**config.mk**
```make
export PLATFORM = sky130hd
export DESIGN_NAME = blit_ram
export DESIGN_NICKNAME = d
export VERILOG_FILES = /design/src/rtl/blit_ram.sv
export SDC_FILE = /design/constraint.sdc
export NUM_CORES = 1
export LEC_CHECK = 0
export BUFFER_PORTS_ARGS = -buffer_cell sky130_fd_sc_hd__buf_4
export CAP_MARGIN = 20
export CORE_ASPECT_RATIO = 0.8
export CORE_MARGIN = 2
export CORE_UTILIZATION = 50
export CTS_CLUSTER_SIZE = 30
export DETAILED_ROUTE_END_ITERATION = 8
export GPL_TIMING_DRIVEN = 1
export PLACE_DENSITY = 0.79
export SLEW_MARGIN = 20
export SYNTH_ARGS = -nofsm -noshare
export SYNTH_HDL_FRONTEND = slang
export SYNTH_SLANG_ARGS = --single-unit
```
**constraint.sdc**
```tcl
create_clock -name clk -period 1.4 [get_ports clk]
set_input_delay 0.42 -clock clk [delete_from_list [all_inputs] [get_ports clk]]
set_output_delay 0.42 -clock clk [all_outputs]
set_load 0.005 [all_outputs]
```
**src/rtl/blit_ram.sv**
```systemverilog
`timescale 1ns / 1ps
`default_nettype none
// ----------------------------------------------------------------------------
// blit_ram: simple dual-port synchronous RAM
// One write port, one read port, registered read data.
// ----------------------------------------------------------------------------
module blit_ram #(
  parameter int WIDTH  = 8,
  parameter int DEPTH  = 2,
  parameter int ADDR_W = (DEPTH > 1) ? $clog2(DEPTH) : 1
) (
  input  wire logic              clk,
  input  wire logic              we,
  input  wire logic [ADDR_W-1:0] waddr,
  input  wire logic [WIDTH-1:0]  wdata,
  input  wire logic              re,
  input  wire logic [ADDR_W-1:0] raddr,
  output logic      [WIDTH-1:0]  rdata
);

  logic [WIDTH-1:0] mem [DEPTH];

  always_ff @(posedge clk) begin
    if (we) begin
      mem[waddr] <= wdata;
    end
  end

  always_ff @(posedge clk) begin
    if (re) begin
      rdata <= mem[raddr];
    end
  end

endmodule
`default_nettype wire

```
==> metrics.csv <==
metric,value,unit
synth_top_family_by_area,multiplexers,
synthAdderAreaFrac,0,%
grt_pass1_wl,1530,um
antenna_cells,0,
synthCells,35,
hold_viol,0,
htree_num_levels,1,
synth_area_leader_cell,edfxtp_1,
synth_xor_area_share,0,%
synthMuxAreaShare,13.9,%
yosys.area_share.simple,1.45,%
min_period,1240,ps
end_kind,output port,
first_pass_iters,4,
reg2reg_to,rdata[3],
die-area,0.00208,mm^2
relSlewSlack,76.3,%
rrSetupSlack,500,ps
die_y,41.2,um
crit_cells,1,
gp_congestion,0.764,
p_seq_share,68.4,%
critPathBufInv,1,
final_common_cell,edfxtp_1,
cp.required,980,ps
p_per_area,1180,mW/mm^2
min_from,wdata[1],
rows,13,
drc,0,
slowest_stage,edfxtp_1,
antenna_found_initial,0,
grtUsageTotal,11.1,%
switching_power,234,uW
grt_max_degree,14,
worst_ep_arrival_time,820,ps
via_count,367,
sw_frac_of_total,18.6,%
rsz0062_at_grt,no,
cp_slowest_stage_delay,380,ps
crit_end,rdata[2],
critPathLaunch,rdata[2],
synth-seq-cells,24,
clock-skew-final,4.06,ps
clock_latency,300,ps
area.growth.synth_to_final,23.2,%
viasPerCell,4.53,
ys_seq_area_share,83.4,%
yosysWarnings,0,
slew_viol_final,0,
avgSynthCellArea,24.7,um^2
overflow,0,
finalCritPeriodShare,88.8,%
core-area,0.00163,mm^2
syn-cell-area,865,um^2
wl,1040,um
synth_compound_area_share,0,%
worstRegToRegCells,1,
die_w,50.5,um
io_buffers,20,
drive_gt1_share,54.2,%
critPathKind,reg2out,
clk_path_buf_depth,2,
hp-class,in2reg,
start_util,53.2,%
synth_fp_nets,48,
power_leakage,0.000416,uW
setup_tns,0,ps
cts_hold_buf,0,
cp_max_fo,1,
r2r-start,mem[0][3],
status,finished clean,
setup_viol,0,
synth_cell_type_count,5,
cts_sinks,24,
holdWs,294,ps
grt_pass1_vias,325,
cts_setup_buffers,0,
ios,21,
mostFrequentLayoutCells,"edfxtp_1, buf_4, mux2_4, clkbuf_4",
drt-initial-drc-count,8,
crit_chain,buf_4,
start_kind,register,
max-vdd-ir-drop,744,uV
clkTransAtPathRegs,120,ps
crit_family,flip-flops,
cts_buffers,3,
cts-root-buf,clkbuf_4,
drv_cap,0,
tightest_slew,356,ps
p_int,1030,uW
netlist_top_cells_area,"edfxtp_1, mux2_4, buf_6",
clockPowerShare,22.8,%
fmax,804,MHz
post_cts_resized,0,
post-synth-top-area-fraction,83.4,%
wl_per_cell,12.9,um
p_comb_share,8.8,%
layout.nets,73,
cts_tree,yes,
antenna_left,0,
[flip-flops by register name, indices dropped and copies added (netlist names)]
signal / flops
mem: 16
rdata: 8
[cell usage after synthesis]
| cell | n |
|---|---|
| edfxtp_1 | 24 |
| mux2_4 | 8 |
| and2_1 | 1 |
| nor2b_1 | 1 |
| buf_6 | 1 |
[cell type report]
type,count,area [um^2]
sequential,24,721
fill,121,562
timing repair buffer,21,158
multi-input combinational,10,133
tap,22,27.5
clock buffer,3,22.5
clock inverter,1,3.75
[layer usage]
metal / GRT usage (%) / routed length (um) / vias up
met1: 12.0 / 424 / 167
li1: - / - / 183
met5: 0 / 0 / -
met4: 8.11 / 12 / 0
met3: 2.55 / 57 / 2
met2: 20.4 / 549 / 15
[power groups by stage]
stage / clock (uW) / combinational (uW) / sequential, uW
floorplan: 0 / 49.1 / 877
global placement: 0 / 111 / 877
global route: 329 / 120 / 864
finish: 288 / 111 / 861
CTS: 295 / 113 / 862
detailed placement: 0 / 112 / 878
[cells by family after synthesis]
kind of cell           after synthesis
muxes                                8
buffers and inverters                1
and+or+nand+nor                      2
DFF                                 24
[through the flow]
step / instances / utilization [%] / power (uW) / worst slack (ps) / instance area [um^2]
after floorplan: 35 / - / 926 / 187 / 865
after global placement: 77 / 63.8 / 988 / 238 / 1040
after detailed placement: 77 / 63.8 / 991 / 211 / 1040
after CTS: 81 / 65.5 / 1270 / 142 / 1060
after global routing: 81 / 65.5 / 1310 / 110 / 1060
final: 81 / 65.5 / 1260 / 156 / 1060
[how the worst min path moves through the flow]
| stage | cells after the start | slack (ps) | to |
|---|---|---|---|
| 2_1_floorplan | 0 | 520 | mem[0][0] |
| 3_3_place_gp | 1 | 530 | rdata[0] |
| 3_5_place_dp | 1 | 530 | rdata[5] |
| 4_1_cts | 1 | 290 | mem[1][1] |
| 5_1_grt | 1 | 270 | mem[1][7] |
| 6_report | 1 | 290 | mem[1][1] |
No activity file was read; power rests on OpenSTA's default activity.
