<file path="src/rtl/blit_pkg.sv">
`timescale 1ns / 1ps
`default_nettype none
// ----------------------------------------------------------------------------
// blit_pkg: shared types and constants of the bucketed log index table
// Table geometry, field widths, action and status codes, bucket row layout.
// ----------------------------------------------------------------------------
package blit_pkg;

  // BUCKETS is a power of two: the bucket is the low bits of the chunk id.
  localparam int BUCKETS  = 64;
  localparam int ENTRIES  = 8;

  localparam int ID_W     = 20;
  localparam int POS_W    = 16;
  localparam int CHUNKS_W = 10;
  localparam int BUCKET_W = (BUCKETS > 1) ? $clog2(BUCKETS) : 1;
  localparam int IDX_W    = (ENTRIES > 1) ? $clog2(ENTRIES) : 1;
  localparam int FILL_W   = $clog2(ENTRIES + 1);

  typedef enum logic [1:0] {
    ACT_LOG_NEW  = 2'd0,
    ACT_LOG_OLD  = 2'd1,
    ACT_FIND_NEW = 2'd2,
    ACT_FIND_OLD = 2'd3
  } action_t;

  typedef enum logic [1:0] {
    STATUS_OK   = 2'd0,
    STATUS_FULL = 2'd1,
    STATUS_MISS = 2'd2
  } status_t;

  typedef struct packed {
    logic [ID_W-1:0]  id;
    logic [POS_W-1:0] pos;
  } slot_t;

  // One bucket: entries below fill are occupied, filled in order.
  typedef struct packed {
    logic [FILL_W-1:0]        fill;
    slot_t [ENTRIES-1:0]      slots;
  } row_t;

  typedef struct packed {
    logic             full;
    logic             hit;
    logic [IDX_W-1:0] hit_idx;
  } scan_t;

endpackage
`default_nettype wire

</file>
<file path="src/rtl/blit_match.sv">
`timescale 1ns / 1ps
`default_nettype none
// ----------------------------------------------------------------------------
// blit_match: bucket row scan
// Compares the chunk id against all occupied entries of a row at once and
// reports the first match and whether the bucket is full.
// ----------------------------------------------------------------------------
module blit_match (
  input  wire blit_pkg::row_t                 row,
  input  wire logic [blit_pkg::FILL_W-1:0]    fill,
  input  wire logic [blit_pkg::ID_W-1:0]      chunk_id,
  output blit_pkg::scan_t                     scan
);

  logic [blit_pkg::ENTRIES-1:0] hits;

  always_comb begin
    for (int i = 0; i < blit_pkg::ENTRIES; i++) begin
      hits[i] = (blit_pkg::FILL_W'(i) < fill) && (row.slots[i].id == chunk_id);
    end
  end

  always_comb begin
    scan.full    = (fill == blit_pkg::FILL_W'(blit_pkg::ENTRIES));
    scan.hit     = |hits;
    scan.hit_idx = '0;
    // walk down so the lowest matching entry wins
    for (int i = blit_pkg::ENTRIES - 1; i >= 0; i--) begin
      if (hits[i]) begin
        scan.hit_idx = blit_pkg::IDX_W'(i);
      end
    end
  end

endmodule
`default_nettype wire

</file>
<file path="config.mk">
export PLATFORM = sky130hd
export DESIGN_NAME = blit_match
export DESIGN_NICKNAME = d
export VERILOG_FILES = /design/src/rtl/blit_pkg.sv /design/src/rtl/blit_match.sv
export SDC_FILE = /design/constraint.sdc
export NUM_CORES = 1
export LEC_CHECK = 0
export BUFFER_PORTS_ARGS = -buffer_cell sky130_fd_sc_hd__buf_2
export CAP_MARGIN = 25
export CORE_AREA = 2 2 123 125
export DETAILED_ROUTE_END_ITERATION = 10
export DIE_AREA = 0 0 125 127
export SLEW_MARGIN = 40
export SYNTH_ARGS = -nofsm -noshare
export SYNTH_HDL_FRONTEND = slang
export SYNTH_SLANG_ARGS = --single-unit
</file>
<file path="constraint.sdc">
create_clock -name vclk -period 3
set_input_delay 0.45 -clock vclk [all_inputs]
set_output_delay 0.45 -clock vclk [all_outputs]
set_load 0.005 [all_outputs]
</file>
==> qor.yml <==
status:
  status: "finished clean"
power:
  cellLeakagePower_nw: 1.50
  p_per_area_mw_per_mm2: 134
  swShare_pct: 48.0
  p_comb_share_pct: 100.0
  p_int_mw: 0.233
  vdd_ir_drop_max_uv: 57.4
  power_switching_mw: 0.215
  clock_power_share_pct: 0
  p_seq_share_pct: 0
timing:
  hold_viol_final: 0
  slew_viol_final: 0
  hold_ws_ps: 1190
  min_period_ps: 2810
  period_share_pct: 93.6
  tightest_slew_ps: 401
  fmax_mhz: 356
  layout_setup_ws_ps: 191
  setup_viol: 0
  rsz0062_at_grt: "false"
  totalNegativeSetupSlack_ps: 0
  maxSlewHeadroom_pct: 73.2
floorplanning:
  num_rows: 44
  die_h_um: 127
  ios: 321
  die_area_mm2: 0.0159
  coreArea_mm2: 0.0144
  start_util_pct: 14.3
  die_w_um: 125
placement:
  io_buffers: 189
  dp_hpwl_mm: 10.4
  pre_cts_ws_ps: -99.0
  gp_congestion: 0.769
  dp_cells: 641
finish:
  num_antenna_cells: 0
  drive_gt1_share_pct: 48.8
  clock_buffer_count: 0
  final_util_pct: 23.2
  seqCellArea_um2: 0
  seq_cell_count: 0
  nets: 775
  syn2layout_area_growth_pct: 61.9
  fin_cells: 641
grt:
  antenna_found_initial: 1
  met3_usage_pct: 1.84
  met1_usage_pct: 18.3
  gr-total-overflow: 0
  grt_pass1_wl_mm: 16.6
  gr-usage-all-layers_pct: 14.1
  grt_busiest_layer: "met2"
  grt_pass1_vias: 2708
  grt_max_degree: 9
  grt_use_met2_pct: 26.0
drt:
  ant_nets: 0
  viasPerCell: 4.05
  drt-initial-drc-count: 71
  wl_per_cell_um: 18.2
  drc_errors: 0
  wirelength_mm: 11.7
  vias: 2593
  drt_pass1_iterations: 4
setup_path:
  path_cells: "clkbuf_4, xnor2_1, nand4_1, nor4_4, buf_4, nand4_1, nor2b_1, and3_4, nor4b_4, buf_2"
  crit_type: "input pin to output port"
  critPathMaxStageDelay_ps: 380
  crit_fanout: 8
  cp_data_arrival_time_ps: 2360
  cp-end-kind: "output port"
  worstPathBufferInverterCount: 3
  worstPathRequired_ps: 2550
  crit_path_top_delay_cell: "nor4_4"
  worst_setup_path_start_kind: "input pin"
  cp_common_cell: "nand4_1"
  crit_family: "simple AND/OR/NAND/NOR gates"
logic_synthesis:
  synth_top_area_share_pct: 37.8
  synth_top_cell_by_area: "xnor2_1"
  yosysWarningCount: 0
  yosys-top-cells-area: "xnor2_1 38%, xor2_1 30%, nand4_1 8.2%"
  netlist-cell-type-count: 25
  netlist_area_mm2: 0.00206
  synthesis.nets: 578
  ys_seq_area_share_pct: 0
  synth.avg_cell_area_um2: 7.87
  syn-instance-count: 262
worst_hold_path:
  hold_class: "input pin to output port"
clock_network:
  cts_hold_repair.buffers: 0
job:
  cap_violations: 0
## tightest hold or removal path, cell delays in order
cell and delay [ps]:
buf_2 110, nor4_1 50, buf_2 120
## area by class of cell
class,count,area (µm²)
fill,1670,11100
inverter,4,15.0
multi-input combinational,238,1940
tap,184,230
timing repair buffer,215,1160
## logic make-up after synthesis
family / after synthesis / synth area share (%)
xor gates and xnor gates: 160 / 68.3
AOI/OAI and AO/OA: 9 / 2.79
and+or+nand+nor: 69 / 21.2
buffers and inverters: 24 / 7.76
## per-stage QoR
step / power [mW] / instance area, µm²
after global placement: 0.447 / 3300
final: 0.449 / 3340
after detailed placement: 0.453 / 3300
after global routing: 0.497 / 3340
after floorplan: 0.238 / 2060
after CTS: 0.457 / 3310
## synth_stat cells, drive strengths merged
| cell | n |
|---|---|
| nand4 | 27 |
| o21ai | 2 |
| nand2 | 4 |
| or3 | 1 |
| a21o | 1 |
| a31oi | 1 |
| nor4 | 22 |
| nor4b | 1 |
| o311a | 1 |
| nor2 | 4 |
| nor3 | 5 |
| a21oi | 3 |
| xnor2 | 89 |
| and3 | 1 |
| nor2b | 1 |
| nand3 | 3 |
| inv | 4 |
| buf | 20 |
| xor2 | 71 |
| a22o | 1 |
## path summary, 6_finish.rpt
check	slack, ps	cells past startpoint	end	startpoint
worst max-delay path	190	10	scan[2]	chunk_id[14]
worst min-delay path	1190	3	scan[4]	fill[0]
## cell usage in the layout, fill, tap and decap left out, types with 2 or more instances in the layout
cell | synthesis | layout
a21oi_1 | 3 | 3
buf_2 | 11 | 188
buf_4 | 3 | 25
inv_1 | 4 | 4
nand2_1 | 4 | 4
nand3_1 | 3 | 3
nand4_1 | 27 | 27
nor2_1 | 4 | 4
nor3_1 | 5 | 5
nor4_1 | 20 | 17
nor4_2 | 2 | 3
nor4_4 | 0 | 2
xnor2_1 | 89 | 89
xor2_1 | 70 | 70
## power by group through the flow
| stage | clock, mW | combinational, mW | sequential (mW) |
|---|---|---|---|
| 2_1_floorplan | 0 | 0.238 | 0 |
| 3_3_place_gp | 0 | 0.447 | 0 |
| 3_5_place_dp | 0 | 0.453 | 0 |
| 4_1_cts | 0 | 0.457 | 0 |
| 5_1_grt | 0 | 0.497 | 0 |
| 6_report | 0 | 0.449 | 0 |
## metal layers
layer,routed length [µm],share of wire (%),vias to the layer above
met5,13,0.11,-
met4,84,0.72,2
met3,753,6.5,8
met2,5730,49,126
met1,5090,44,1178
li1,-,-,1279
## repair_timing
| action | in CTS | in global routing |
|---|---|---|
| pin swaps | 0 | 1 |
| setup endpoints to repair | 4 | 4 |
| setup buffers | 0 | 0 |
| gates resized for setup | 2 | 4 |
No activity file was read; power rests on OpenSTA's default activity.
